`config.mk`:
```
export PLATFORM = sky130hd
export DESIGN_NAME = trebuf_cell
export DESIGN_NICKNAME = d
export VERILOG_FILES = /design/src/hdl/assert_macros.svh /design/src/hdl/trebuf_pkg.sv /design/src/hdl/trebuf_cell.sv
export SDC_FILE = /design/constraint.sdc
export NUM_CORES = 1
export LEC_CHECK = 0
export BUFFER_PORTS_ARGS = -buffer_cell sky130_fd_sc_hd__buf_2
export CORE_ASPECT_RATIO = 1.1
export CORE_MARGIN = 1
export CORE_UTILIZATION = 50
export DETAILED_ROUTE_END_ITERATION = 7
export PLACE_DENSITY = 0.92
export SLEW_MARGIN = 15
export SYNTH_ARGS = -nofsm -noshare
export SYNTH_HDL_FRONTEND = slang
export SYNTH_SLANG_ARGS = --single-unit
```
`constraint.sdc`:
```
create_clock -name clk -period 8.7 [get_ports clk]
set_input_delay 0.87 -clock clk [delete_from_list [all_inputs] [get_ports clk]]
set_output_delay 0.87 -clock clk [all_outputs]
set_load 0.01 [all_outputs]
```
`src/hdl/assert_macros.svh`:
```
// assertion helpers shared by the rtl
`ifndef ASSERT_MACROS_SVH
`define ASSERT_MACROS_SVH

`ifndef ASSERT_OFF

// clocked check, held off while reset is low
`define ASSERT_CLKD(lbl, clk, rstn, prop, msg) \
    lbl: assert property (@(posedge clk) disable iff (!rstn) (prop)) else $error(msg);

// clocked check that also runs through reset
`define ASSERT_ALWAYS(lbl, clk, prop, msg) \
    lbl: assert property (@(posedge clk) (prop)) else $error(msg);

`else

`define ASSERT_CLKD(lbl, clk, rstn, prop, msg)
`define ASSERT_ALWAYS(lbl, clk, prop, msg)

`endif

`endif

```
`src/hdl/trebuf_pkg.sv`:
```
`default_nettype none

package trebuf_pkg;

    localparam int SLOTS_DEF  = 16;
    localparam int ADDR_W     = 3;
    localparam int DELAY_W    = 10;
    localparam int DELAY_US_W = 20;
    localparam int US_PER_MS  = 1000;
    localparam int DELAY_MAX  = 1000;
    localparam int DELAY_RST  = 10;
    localparam int COUNT_W    = 5;

    // register index of the hold-back delay
    localparam logic [0:0] REG_DELAY = 1'b0;

    localparam logic [2:0] MT_NOTE_OFF = 3'd0;
    localparam logic [2:0] MT_NOTE_ON  = 3'd1;

    typedef enum logic [0:0] {
        OP_INSERT = 1'b0,
        OP_READ   = 1'b1
    } op_t;

    typedef enum logic [0:0] {
        ST_IDLE = 1'b0,
        ST_SCAN = 1'b1
    } state_t;

    typedef struct packed {
        logic [1:0] src;
        logic [7:0] d2;
        logic [7:0] d1;
        logic [3:0] chan;
        logic [2:0] mtype;
    } pay_t;

    // search word that walks down the row of slot cells
    typedef struct packed {
        logic        valid;
        op_t         op;
        logic [31:0] now;
        logic        hit;
        logic [31:0] key;
        pay_t        pay;
        logic [31:0] rx;
        logic        free_hit;
    } tok_t;

    // slot update broadcast from the controller
    typedef struct packed {
        logic        put;
        logic        clear;
        logic [31:0] rel;
        logic [31:0] rcv;
        pay_t        pay;
    } wr_t;

endpackage

`default_nettype wire

```
`src/hdl/trebuf_cell.sv`:
```
`default_nettype none

module trebuf_cell
    import trebuf_pkg::*;
#(
    parameter int SLOTS = SLOTS_DEF,
    parameter int IDX   = 0
)
(
    input  wire logic                     clk,
    input  wire logic                     rst_n,
    input  wire tok_t                     tok_in,
    input  wire logic [$clog2(SLOTS)-1:0] hit_idx_in,
    input  wire logic [$clog2(SLOTS)-1:0] free_idx_in,
    output tok_t                          tok_out,
    output logic [$clog2(SLOTS)-1:0]      hit_idx_out,
    output logic [$clog2(SLOTS)-1:0]      free_idx_out,
    input  wire wr_t                      wr,
    input  wire logic [$clog2(SLOTS)-1:0] wr_idx
);

    localparam int IDX_W = $clog2(SLOTS);
    localparam logic [IDX_W-1:0] MY_IDX = IDX_W'(IDX);

    logic        valid_reg;
    logic [31:0] rel_reg;
    logic [31:0] rcv_reg;
    pay_t        pay_reg;

    tok_t             tok_reg, tok_next;
    logic [IDX_W-1:0] hit_idx_reg, hit_idx_next;
    logic [IDX_W-1:0] free_idx_reg, free_idx_next;

    logic take;
    logic take_free;

    // slot contents
    always_ff @(posedge clk or negedge rst_n)
    begin
        if (!rst_n)
        begin
            valid_reg <= 1'b0;
        end
        else if (wr.put && wr_idx == MY_IDX)
        begin
            valid_reg <= 1'b1;
        end
        else if (wr.clear && wr_idx == MY_IDX)
        begin
            valid_reg <= 1'b0;
        end
    end

    always_ff @(posedge clk)
    begin
        if (wr.put && wr_idx == MY_IDX)
        begin
            rel_reg <= wr.rel;
            rcv_reg <= wr.rcv;
            pay_reg <= wr.pay;
        end
    end

    // compare against the best so far
    always_comb
    begin
        if (tok_in.op == OP_READ)
        begin
            take      = valid_reg && (rel_reg <= tok_in.now) && (rel_reg < tok_in.key);
            take_free = 1'b0;
        end
        else
        begin
            take      = !tok_in.hit || (rcv_reg < tok_in.key);
            take_free = !valid_reg && !tok_in.free_hit;
        end
    end

    always_comb
    begin
        tok_next      = tok_in;
        hit_idx_next  = hit_idx_in;
        free_idx_next = free_idx_in;
        if (take)
        begin
            tok_next.hit = 1'b1;
            tok_next.key = (tok_in.op == OP_READ) ? rel_reg : rcv_reg;
            tok_next.pay = pay_reg;
            tok_next.rx  = rcv_reg;
            hit_idx_next = MY_IDX;
        end
        if (take_free)
        begin
            tok_next.free_hit = 1'b1;
            free_idx_next     = MY_IDX;
        end
    end

    always_ff @(posedge clk or negedge rst_n)
    begin
        if (!rst_n)
        begin
            tok_reg      <= '0;
            hit_idx_reg  <= '0;
            free_idx_reg <= '0;
        end
        else
        begin
            tok_reg      <= tok_next;
            hit_idx_reg  <= hit_idx_next;
            free_idx_reg <= free_idx_next;
        end
    end

    assign tok_out      = tok_reg;
    assign hit_idx_out  = hit_idx_reg;
    assign free_idx_out = free_idx_reg;

endmodule

`default_nettype wire

```
# Yosys cells after proc, flatten, opt, wreduce, memory -nomap -nowiden

Cells that the tools add are included.

Output and inout bits: 133
Register bits: 223
Input bits: 230
Logic and storage cells: 45

Multiplexer cells: 9
Magnitude comparators: 3
Reductions and logical operators: 11

Operator list:

| operator                        | number |
|---|---|
| two-way mux 90 bit              | 1 |
| < comparator 32 bit             | 2 |
| less-or-equal comparator 32 bit | 1 |
| two-way mux 32 bit              | 1 |
| two-way mux 4 bit               | 2 |
| logical AND 1 bit               | 5 |
| two-way mux 1 bit               | 5 |
| logical NOT 4 bit               | 1 |
| logical NOT 1 bit               | 3 |
| nonzero test 2 bit              | 1 |
| logical OR 1 bit                | 1 |

# Logic depth before layout (Yosys ltp)

Gate-level depths: netlist (run 1).

Word-level depth: 5
Depth in mapped cells: 11
Gate-level depth less buffers: 9

# Worst setup path before layout (run 1)

Ideal clock, no wire load.

Kind: input -> register
From: input port wr_idx[1]
To: register pay_reg[0] in the netlist's numbering (enable)
Buffers on the path: 0
Data required time: 8.242 ns
Setup time: 0.458 ns
Slack: 4.930 ns
Stages on the path: 2
Data arrival time: 3.312 ns
Cell sequence: nor4_1 -> and2_1

Longest elaborated chain between the ends: 2

Ends and longest elaborated chain:

| item                   | RTL line          | RTL |
|---|---|---|
| start: declaration     | trebuf_cell.sv:19 | `input wire logic [$clog2(SLOTS)-1:0] wr_idx` |
| logical NOT 4 bit      | trebuf_cell.sv:56 | `if (wr.put && wr_idx == MY_IDX)` |
| logical AND 1 bit      | trebuf_cell.sv:56 |  |
| end signal: assignment | trebuf_cell.sv:60 | `pay_reg <= wr.pay;` |
| end: declaration       | trebuf_cell.sv:28 | `pay_t pay_reg;` |

Every way passes these cells.
A chain may end at the register's enable or synchronous reset.

==> run metrics, run 1 <==
count of input and output buffers 362; share of total power in combinational logic 12.9%; Mapped Cells 677; Clock Sink Count 223; final wirelength 24.9 mm; count of endpoints failing hold in the final timing report 0; vias after detailed routing 6948; # setup viols final 0; number of slew-limit violations in the final report 0; worst hold path type input port to asynchronous set/reset pin; Final HPWL DP 18.6 mm; DR pass1 iterations 4; portion of total power attributed to the clock network 37.1%; share of layout cells above drive strength 1 40.4%; max FFs per register 125; global-route wire length before repair 37.6 mm; vertical die dimension 149 µm; CP max-delay cell buf_4; die width 135 µm; Die Footprint 20100 µm²; highest achievable clock rate 238 MHz; Max Fanout on Critical Path 52; CORE AREA 19100 µm²; routed wire length per instance 18.8 µm; fin crit period 4190 ps; number of antenna violations at the first check in global routing 2; Worst Setup Path Type input port to register; accumulated negative setup slack 0 ps; Placed Cells incl. Taps 1277; count of instances resized after the clock tree is built 0; CTS tree done; cell row count 53; critical path's top delay family compound AO/OA/AOI/OAI gates; Post-Synthesis Mean Instance Area 14.4 µm²; areal power density over the cells 187 nW/µm²; WP data arrival 4570 ps; number of violations of the max-capacitance limit 0; largest clock skew in the final design 18.8 ps; cell area after placement 11800 µm²; worst path buffer plus inverter count 4; CP dominant cell by count buf_4; post-route cell area 12500 µm²; GR Overflow Total 0; worst skew pair latency 510 ps; commonest cells after routing, fill and taps aside buf_2 (361), dfrtp_1 (134), ha_1 (94); Total Power Consumption 0.00234 W; unrepaired setup endpoints after global routing false; Max rail drop VDD 0.000171 V; number of distinct library cells after synthesis 43; Worst Setup End Kind register; largest incremental delay on the critical path 720 ps; Post-Synthesis Net Count 1001; clock transition at the registers of the reported paths 60 ps; crit share post-route 48.2%; maximum number of buffers from clock root to sink 3; Final Core Density 65.5%; sw frac 24.2%; type of element launching the critical path input port; starting density of the core 51.1%; chain of cells forming the critical path buf_2 > inv_1 > ha_1 > a211o_1 > a31oi_1 > o21ai_0 > a211oi_1 > o31ai_1 > o21ai_4 > buf_4 > buf_4 > mux2_2; sequential share of power 50.1%; Static Leakage 6.14 nW; outcome finished clean; Net Sw Power 0.000565 W; #FFs+latches synth 223; master cell of the clock root buffer clkbuf_16; Mapped Area 9760 µm²; Post-CTS Setup Inserts 0; mean number of vias per cell 5.26; overall track demand over capacity in global routing 24.5%; Slew HR 41.0%; I/O pin count 363; count of placed standard cells in the final layout, fillers left out 1321; pin count of the biggest net entering global routing 70; most frequent standard cell in the layout excluding fill and tap cells buf_2; number of nets in the finished design 1379; WP data required 9070 ps; count of H-tree levels built during CTS 1; number of global-route vias before repair 7248; portion of the post-synthesis area used by sequential elements 61.7%; Slew @ Worst Pin 884 ps; layout overhead on the synthesized area 28.1%; number of buffers inserted by hold repair at cts 0; Internal Pwr Total 0.00178 W; gpl congestion 0.834; Warnings, synthesis 0; antenna violation net count after detailed routing 0; clock buffers created by TritonCTS 23; DRC violation count after routing 0; Iter 0 DRT Violations 222
-- per-stage QoR --
step	hold WS (ps)	setup slack [ps]
floorplan	439	4930
global placement	442	3870
detailed placement	454	3830
CTS	377	4330
global route	403	4230
finish	367	4510
-- worst reg2reg max path, stage by stage, from the launching register on --
cell and delay [ps]:
edfxtp_1 470, ha_1 360, nand4_1 200, or4_1 580
nor2_2 180, nor4_1 80, a211o_1 320, o21ai_4 140
buf_4 530, buf_4 720, mux2_2 460
-- metal layers --
metal / vias up / track usage [%] / routed length, µm
met5: - / 0 / 0
met4: 0 / 7.70 / 584
met3: 43 / 5.62 / 1830
met2: 296 / 43.8 / 12800
met1: 3382 / 29.0 / 9590
li1: 3227 / - / -
-- power groups by stage --
stage               Combinational [W]  Sequential (W)  Clock [W]
global route                 0.000332         0.00118   0.000923
global placement             0.000290         0.00119          0
finish                       0.000301         0.00117   0.000867
CTS                          0.000305         0.00117   0.000879
detailed placement           0.000301         0.00119          0
floorplan                    0.000127         0.00121          0
-- cell usage after synthesis --
master / count / area share, %
o21a_1: 2 / 0.15
a221o_1: 1 / 0.10
mux2_1: 24 / 2.8
o41ai_1: 1 / 0.090
a2111oi_0: 3 / 0.27
inv_1: 68 / 2.6
buf_2: 4 / 0.21
nor2_2: 1 / 0.064
a21oi_1: 31 / 1.6
nor2b_1: 5 / 0.32
nor4_1: 4 / 0.26
o31ai_1: 1 / 0.077
edfxtp_1: 89 / 27
a211oi_1: 2 / 0.15
clkbuf_1: 2 / 0.077
buf_4: 4 / 0.31
nor3_1: 2 / 0.10
and4_1: 4 / 0.36
buf_1: 1 / 0.038
a21o_1: 8 / 0.62
and2_0: 1 / 0.064
o21ai_0: 8 / 0.41
or4_1: 2 / 0.15
o21ai_2: 1 / 0.090
nand4_1: 16 / 1.0
mux2i_1: 62 / 6.4
nor2_1: 11 / 0.42
a211o_1: 6 / 0.54
ha_1: 94 / 12
o21bai_1: 1 / 0.077
o211ai_1: 1 / 0.077
nand2b_1: 2 / 0.13
and2_1: 2 / 0.13
a31oi_1: 1 / 0.064
dfrtp_1: 134 / 34
buf_6: 3 / 0.35
nand3_1: 12 / 0.62
or2_2: 1 / 0.064
nand2_1: 19 / 0.73
mux2_2: 35 / 4.0
a221oi_1: 6 / 0.54
nand4bb_1: 1 / 0.12
o2111ai_1: 1 / 0.090
-- area by class of cell --
cell class	instances	area, µm²
sequential	223	6030
fill	1365	6600
clock buffer	29	598
multi-input combinational	372	3400
timing repair buffer	367	1860
antenna	3	7.51
tap	247	309
clock inverter	12	53.8
inverter	68	255
-- worst paths after layout --
kind	depth (start not counted)	end	startpoint	slack, ps
worst min register to register	1	tok_out[55]	pay_reg[22]	460
worst max-delay path	12	tok_out[14]	tok_in[60]	4510
min in group clk	1	tok_out[55]	pay_reg[22]	460
worst max register to register	10	tok_out[14]	rel_reg[14]	4530
max in group asynchronous	2	tok_out[84]	rst_n	7020
worst min-delay path	1	tok_out[66]	rst_n	370
-- cell families after synthesis --
logic type	count (synthesis)	synth area share (%)
compound gates	74	4.93
mux	121	13.2
simple gates	83	4.55
fa+ha+maj	94	12.0
buf+inv	82	3.59
flops	223	61.7
Note: power is estimated with default switching activity, not from simulation.
==> run 2, diff against run 1 <==
--- a/config.mk
+++ b/config.mk
@@ -8,9 +8,9 @@
 export BUFFER_PORTS_ARGS = -buffer_cell sky130_fd_sc_hd__buf_2
 export CORE_ASPECT_RATIO = 1.1
 export CORE_MARGIN = 1
-export CORE_UTILIZATION = 50
+export CORE_UTILIZATION = 45
 export DETAILED_ROUTE_END_ITERATION = 7
-export PLACE_DENSITY = 0.92
+export PLACE_DENSITY = 0.88
 export SLEW_MARGIN = 15
 export SYNTH_ARGS = -nofsm -noshare
 export SYNTH_HDL_FRONTEND = slang
==> constraint.sdc (replaced) <==
create_clock -name clk -period 3.67 [get_ports clk]
set_input_delay 0.367 -clock clk [delete_from_list [all_inputs] [get_ports clk]]
set_output_delay 0.367 -clock clk [all_outputs]
set_load 0.01 [all_outputs]
==> run 2 against run 1 <==
Die area is 11% higher. Clock power grew to 2.7 times the previous value. Worst setup slack worse by 4200 ps. Combinational power grew to 2.5 times the previous value. Register-to-register slack worse by 4100 ps. Non-clock buffer count is 38 higher. Cell count is 6.1% higher. Critical path depth stayed put. Global-route usage is 1.4 points lower. Via count is 3.8% higher. Critical endpoint is now tok_out[34]. Highest routed layer unchanged. Largest cell class unchanged.
==> run metrics, run 2 (same netlist as run 1, synthesis figures left out) <==
CORE AREA 21300 µm² (+12%); largest incremental delay on the critical path 610 ps (-110 ps); Worst Setup End Kind register; Max rail drop VDD 0.000386 V (+130%); outcome finished clean; vertical die dimension 156 µm (+5.3%); number of nets in the finished design 1417 (+2.8%); Post-CTS Setup Inserts 0 (unchanged); maximum number of buffers from clock root to sink 3 (unchanged); most frequent standard cell in the layout excluding fill and tap cells buf_2; # setup viols final 0 (unchanged); Final Core Density 61.4% (-4.1 points); crit share post-route 91.1%; number of slew-limit violations in the final report 0 (unchanged); layout overhead on the synthesized area 33.9%; number of filler cells placed in the layout 1620 (+19%); areal power density over the cells 450 nW/µm² (+140%); number of antenna violations at the first check in global routing 1 (-1); type of element launching the critical path input port; clock transition at the registers of the reported paths 60 ps (about the same); chain of cells forming the critical path dlygate4sd3_1 > buf_2 > inv_1 > ha_1 > nand4_1 > or4_1 > nor2_2 > nor4_1 > a211o_1 > o21ai_4 > buf_12 > mux2_2; Final HPWL DP 19.0 mm (+1.7%); final wirelength 26.3 mm (+5.8%); unrepaired setup endpoints after global routing false; count of endpoints failing hold in the final timing report 0 (unchanged); accumulated negative setup slack 0 ps (unchanged); count of placed standard cells in the final layout, fillers left out 1401 (+6.1%); vias after detailed routing 7209 (+3.8%); Iter 0 DRT Violations 301 (+36%); Die Footprint 22300 µm² (+11%); DRC violation count after routing 0 (unchanged); Max Fanout on Critical Path 50 (-3.8%); Post-Route Hold Slack 23.8 ps (-344 ps); routed wire length per instance 18.8 µm (-0.21%); clock buffers created by TritonCTS 23 (unchanged); Worst Setup Path Type input port to register; largest clock skew in the final design 16.1 ps (-2.62 ps); Slew HR 42.1% (+1.1 points); global-route wire length before repair 39.3 mm (+4.5%); antenna violation net count after detailed routing 0 (unchanged); Clock Sink Count 223 (unchanged); I/O pin count 363 (unchanged); worst skew pair latency 510 ps (about the same); starting density of the core 45.8% (-5.3 points); worst hold path type input port to register; number of global-route vias before repair 7670 (+5.8%); Static Leakage 6.37 nW (+3.8%); count of H-tree levels built during CTS 1 (unchanged); max FFs per register 125 (unchanged); WP data required 4050 ps (-5020 ps); DR pass1 iterations 5 (+1); CTS tree done; gpl congestion 0.808 (-3.1%); cell row count 56 (+5.7%); pin count of the biggest net entering global routing 93 (+33%); number of violations of the max-capacitance limit 0 (unchanged); count of input and output buffers 362 (unchanged); commonest cells after routing, fill and taps aside buf_2 (361), dfrtp_1 (134), ha_1 (94); CP max-delay cell or4_1; highest achievable clock rate 299 MHz; fin crit period 3340 ps; count of instances resized after the clock tree is built 0 (unchanged); share of layout cells above drive strength 1 40.4% (-0.069 points); overall track demand over capacity in global routing 23.1% (-1.4 points); GR Overflow Total 0 (unchanged); post-route cell area 13100 µm² (+4.5%); cell area after placement 12000 µm² (+1.1%); Slew @ Worst Pin 868 ps (-16.0 ps); master cell of the clock root buffer clkbuf_16; mean number of vias per cell 5.15 (-2.2%); Placed Cells incl. Taps 1325 (+3.8%); die width 142 µm (+5.3%); number of buffers inserted by hold repair at cts 33 (+33); WP data arrival 3730 ps (-840 ps)
[run 2: changes by cell type in the layout (fill, tap and decap cells not counted), sizes merged]
cell	previous run	this run
buf	367	372
bufinv	0	1
clkbuf	29	33
clkinv	12	5
clkinvlp	0	1
diode	3	1
dlygate4sd3	0	33
inv	68	70
[run 2: through the flow]
stage,power (W),setup WS [ps]
2_1_floorplan,0.00318,403
5_1_grt,0.00610,136
3_3_place_gp,0.00352,375
4_1_cts,0.00591,316
6_report,0.00587,326
3_5_place_dp,0.00355,335
[run 2: final cells by class]
type | instances | area (µm²) | area share (%)
diodes | 1 | 2.50 | 0.0191
flip-flops and latches | 223 | 6030 | 46.1
clock inverters | 9 | 80.1 | 0.613
clock buffers | 33 | 684 | 5.24
well taps | 290 | 363 | 2.78
inverters | 68 | 255 | 1.95
repair buffers | 405 | 2260 | 17.3
multi-input cells | 372 | 3400 | 26.0
[run 2: path summary, 6_finish.rpt]
path	slack [ps]	start	to	cells past startpoint
worst min-delay path	20	wr[61]	rel_reg[4]	1
worst max register to register	390	rel_reg[10]	tok_out[34]	9
worst min register to register	460	pay_reg[2]	tok_out[35]	1
worst max-delay path	330	tok_in[101]	tok_out[34]	12
max in group asynchronous	2260	rst_n	hit_idx_out[2]	3
min in group asynchronous	530	rst_n	tok_out[11]	2
[run 2: layer usage]
layer,GRT usage (%),part of all wire [%],vias to the layer above,wire length [µm]
met2,40.8,51,333,13500
met3,4.93,7.1,80,1860
met1,26.0,38,3492,9870
met5,0,0,-,0
li1,-,-,3304,-
met4,12.0,4.0,0,1040
[run 2: critical path, delay by kind of cell]
family                     cells  cell delay (ps)
AOI/OAI and AO/OA              2              560
adders and majority gates      1              320
buffers and inverters          4              980
muxes                          1              390
and+or+nand+nor                4             1060
[run 2: power by group]
group / total [W] / switching, W / internal, W
registers: 0.00278 / 0.0000490 / 0.00273
logic: 0.000759 / 0.000394 / 0.000365
clock network: 0.00234 / 0.000966 / 0.00137
==> run 3, diff against run 2 <==
--- a/config.mk
+++ b/config.mk
@@ -5,12 +5,13 @@
 export SDC_FILE = /design/constraint.sdc
 export NUM_CORES = 1
 export LEC_CHECK = 0
+export ABC_AREA = 1
 export BUFFER_PORTS_ARGS = -buffer_cell sky130_fd_sc_hd__buf_2
 export CORE_ASPECT_RATIO = 1.1
 export CORE_MARGIN = 1
-export CORE_UTILIZATION = 45
+export CORE_UTILIZATION = 40
 export DETAILED_ROUTE_END_ITERATION = 7
-export PLACE_DENSITY = 0.88
+export PLACE_DENSITY = 0.8
 export SLEW_MARGIN = 15
 export SYNTH_ARGS = -nofsm -noshare
 export SYNTH_HDL_FRONTEND = slang
==> run 3 against run 2 <==
Cell count is 27% higher. Area after synthesis is 4.0% higher. Wire length is 14% higher. Sequential power hardly changed. Fmax is 21% higher. Via count is 23% higher. Worst setup slack better by 580 ps. Flip-flop and latch count stayed put. Critical path type is now register to register. Largest power group unchanged.
==> run metrics, run 3 <==
Slew HR 56.6% (+14 points); Final Core Density 55.9% (-5.4 points); maximum number of buffers from clock root to sink 3 (unchanged); critical path's top delay family simple AND/OR/NAND/NOR gates; worst r2r dst tok_out[30]; cell row count 60 (+7.1%); Mapped Area 10100 µm² (+4.0%); master cell of the clock root buffer clkbuf_16; top post-synthesis cells by area dfrtp_1 (33%), edfxtp_1 (26%), nand2_1 (13%); largest incremental delay on the critical path 430 ps (-180 ps); I/O pin count 363 (unchanged); vias after detailed routing 8835 (+23%); pin count of the biggest net entering global routing 91 (-2.2%); unrepaired setup endpoints after global routing false; DRC violation count after routing 0 (unchanged); mean number of vias per cell 4.98 (-3.3%); hold endpoint rcv_reg[8]; crit share post-route 75.2% (-16 points); WP data arrival 3150 ps (-580 ps); number of violations of the max-capacitance limit 0 (unchanged); die width 154 µm (+8.0%); Async S/R FF share, synth 60.1% (unchanged); number of distinct library cells after synthesis 28 (-35%); gpl congestion 0.876 (+8.4%); DR pass1 iterations 4 (-1); global-route wire length before repair 47.2 mm (+20%); accumulated negative setup slack 0 ps (unchanged); Die Footprint 26000 µm² (+17%); antenna violation net count after detailed routing 0 (unchanged); #FFs+latches synth 223 (unchanged); stages on the worst setup path 13 (+1); Clock Sink Count 223 (unchanged); Static Leakage 7.28 nW (+14%); final wirelength 30.1 mm (+14%); Iter 0 DRT Violations 405 (+35%); areal power density over the cells 451 nW/µm² (+0.30%); cell count of the worst reg-to-reg path 13 (+4); post-synth top area cell dfrtp_1; top_reg_cell synth dfrtp_1; portion of the post-synthesis area used by sequential elements 59.4% (-2.4 points); max FFs per register 125 (unchanged); commonest cells after routing, fill and taps aside nand2_1 (362), buf_2 (361), dfrtp_1 (134); most instantiated library cell after synthesis nand2_1; Slew @ Worst Pin 652 ps (-217 ps); Max Fanout on Critical Path 70 (+40%); clock transition at the registers of the reported paths 60 ps (about the same); Post-Route Hold Slack 23.9 ps (+0.121 ps); vertical die dimension 169 µm (+8.0%); Final HPWL DP 20.9 mm (+10%); Hold Path Origin wr[33]; Worst Setup End Kind register; # setup viols final 0 (unchanged); number of nets in the finished design 1769 (+25%); beginning of the worst register-to-register path rcv_reg[31]; Post-Synthesis Net Count 1343 (+34%); count of endpoints failing hold in the final timing report 0 (unchanged); highest achievable clock rate 362 MHz (+21%); Warnings, synthesis 0 (unchanged); number of slew-limit violations in the final report 0 (unchanged); Crit. Startpoint rcv_reg[31]; share of layout cells above drive strength 1 28.5% (-12 points); number of synthesized flops with an enable pin 89 (unchanged); CP max-delay cell edfxtp_1; worst hold path type input port to register; top post-synthesis cells by count nand2_1 (363), dfrtp_1 (134), nand3_1 (97), ha_1 (94), inv_1 (94); worst hold path depth 1 (unchanged); WP data required 4060 ps (about the same); CORE AREA 24700 µm² (+16%); area share of the leading cell type in the synthesized netlist 33.0% (-1.3 points); routed wire length per instance 16.9 µm (-9.7%); type of element launching the critical path register; outcome finished clean; CTS tree done; clock buffers created by TritonCTS 24 (+4.3%); Max rail drop VDD 0.000428 V (+11%); layout overhead on the synthesized area 36.1%; fin crit period 2760 ps (-583 ps); Worst Setup Path Type register to register; overall track demand over capacity in global routing 23.2% (+0.11 points); most frequent standard cell in the layout excluding fill and tap cells nand2_1; worst reg-to-reg setup slack 910 ps (+520 ps); GR Overflow Total 0 (unchanged); Mapped Cells 1019 (+51%); number of antenna violations at the first check in global routing 2 (+1); count of input and output buffers 362 (unchanged); worst path buffer plus inverter count 1 (-3); largest clock skew in the final design 16.9 ps (+0.708 ps); worst skew pair latency 520 ps (about the same); number of global-route vias before repair 9320 (+22%); starting density of the core 41.1% (-4.7 points); CP dominant cell by count nand2_1; chain of cells forming the critical path ha_1 > nand2_1 > nor2_1 > nand4_1 > nor3_1 > nand2_1 > nand2_1 > nand2_1 > nand2_4 > nand2_4 > buf_12 > nand2_1 > nand2_1; Post-Synthesis Mean Instance Area 9.96 µm² (-31%); count of H-tree levels built during CTS 1 (unchanged)
==> run 3: cell count changes after synthesis, moves of 9 or more <==
cell and delta:
buf_1 +9, mux2i_1 -62, nand2_1 +344, mux2_1 -24
clkbuf_1 +12, nor2_1 +19, inv_1 +26, nand3_1 +85
nand4_1 -11, mux2_2 -35
==> run 3: how the worst max path moves through the flow <==
stage | slack, ps | to
after global placement | 850 | tok_out[32]
after global routing | 620 | tok_out[39]
final | 910 | tok_out[30]
after floorplan | 730 | pay_reg[0]
after detailed placement | 790 | tok_out[30]
after CTS | 850 | tok_out[39]
==> run 3: layout make-up <==
| class | instances | area (µm²) |
|---|---|---|
| fill | 2057 | 10900 |
| sequential | 223 | 6030 |
| multi-input combinational | 666 | 3620 |
| timing repair buffer | 435 | 2580 |
| clock buffer | 37 | 742 |
| tap | 310 | 388 |
| inverter | 95 | 359 |
| clock inverter | 7 | 93.8 |
| antenna | 2 | 5.00 |
==> run 3: routing by layer <==
layer	vias to the layer above	wire (µm)	track usage (%)
met1	4170	11500	26.6
met2	379	15500	42.0
met5	-	0	0
li1	4190	-	-
met3	96	1820	3.94
met4	0	1280	10.8
==> run 3: cells by family after synthesis <==
kind of cell | after synthesis | synth area share (%)
and+or+nand+nor | 511 | 20.7
AOI/OAI and AO/OA | 61 | 3.22
buffers and inverters | 130 | 5.17
adders and majority gates | 94 | 11.6
DFF | 223 | 59.4
==> run 3: where the power goes <==
| part | internal, W | leakage [nW] | switching [W] |
|---|---|---|---|
| logic | 0.000371 | 4.47 | 0.000515 |
| registers | 0.00275 | 2.40 | 0.0000545 |
| clock network | 0.00154 | 0.410 | 0.00100 |
==> run 3: stage by stage <==
stage,worst slack [ps],power [W],area (µm²),std cells
6_report,909,0.00623,13800,1775
2_1_floorplan,732,0.00325,10100,1019
4_1_cts,852,0.00627,13800,1773
5_1_grt,623,0.00648,13800,1775
3_5_place_dp,787,0.00368,12300,1664
3_3_place_gp,852,0.00365,12300,1664
==> run 3: repair_timing <==
item / 4_1_cts / 5_1_grt
hold buffers: 65 / 0
gates resized for setup: 0 / 0
endpoints found under the hold margin: 130 / 0
setup buffers: 0 / 0
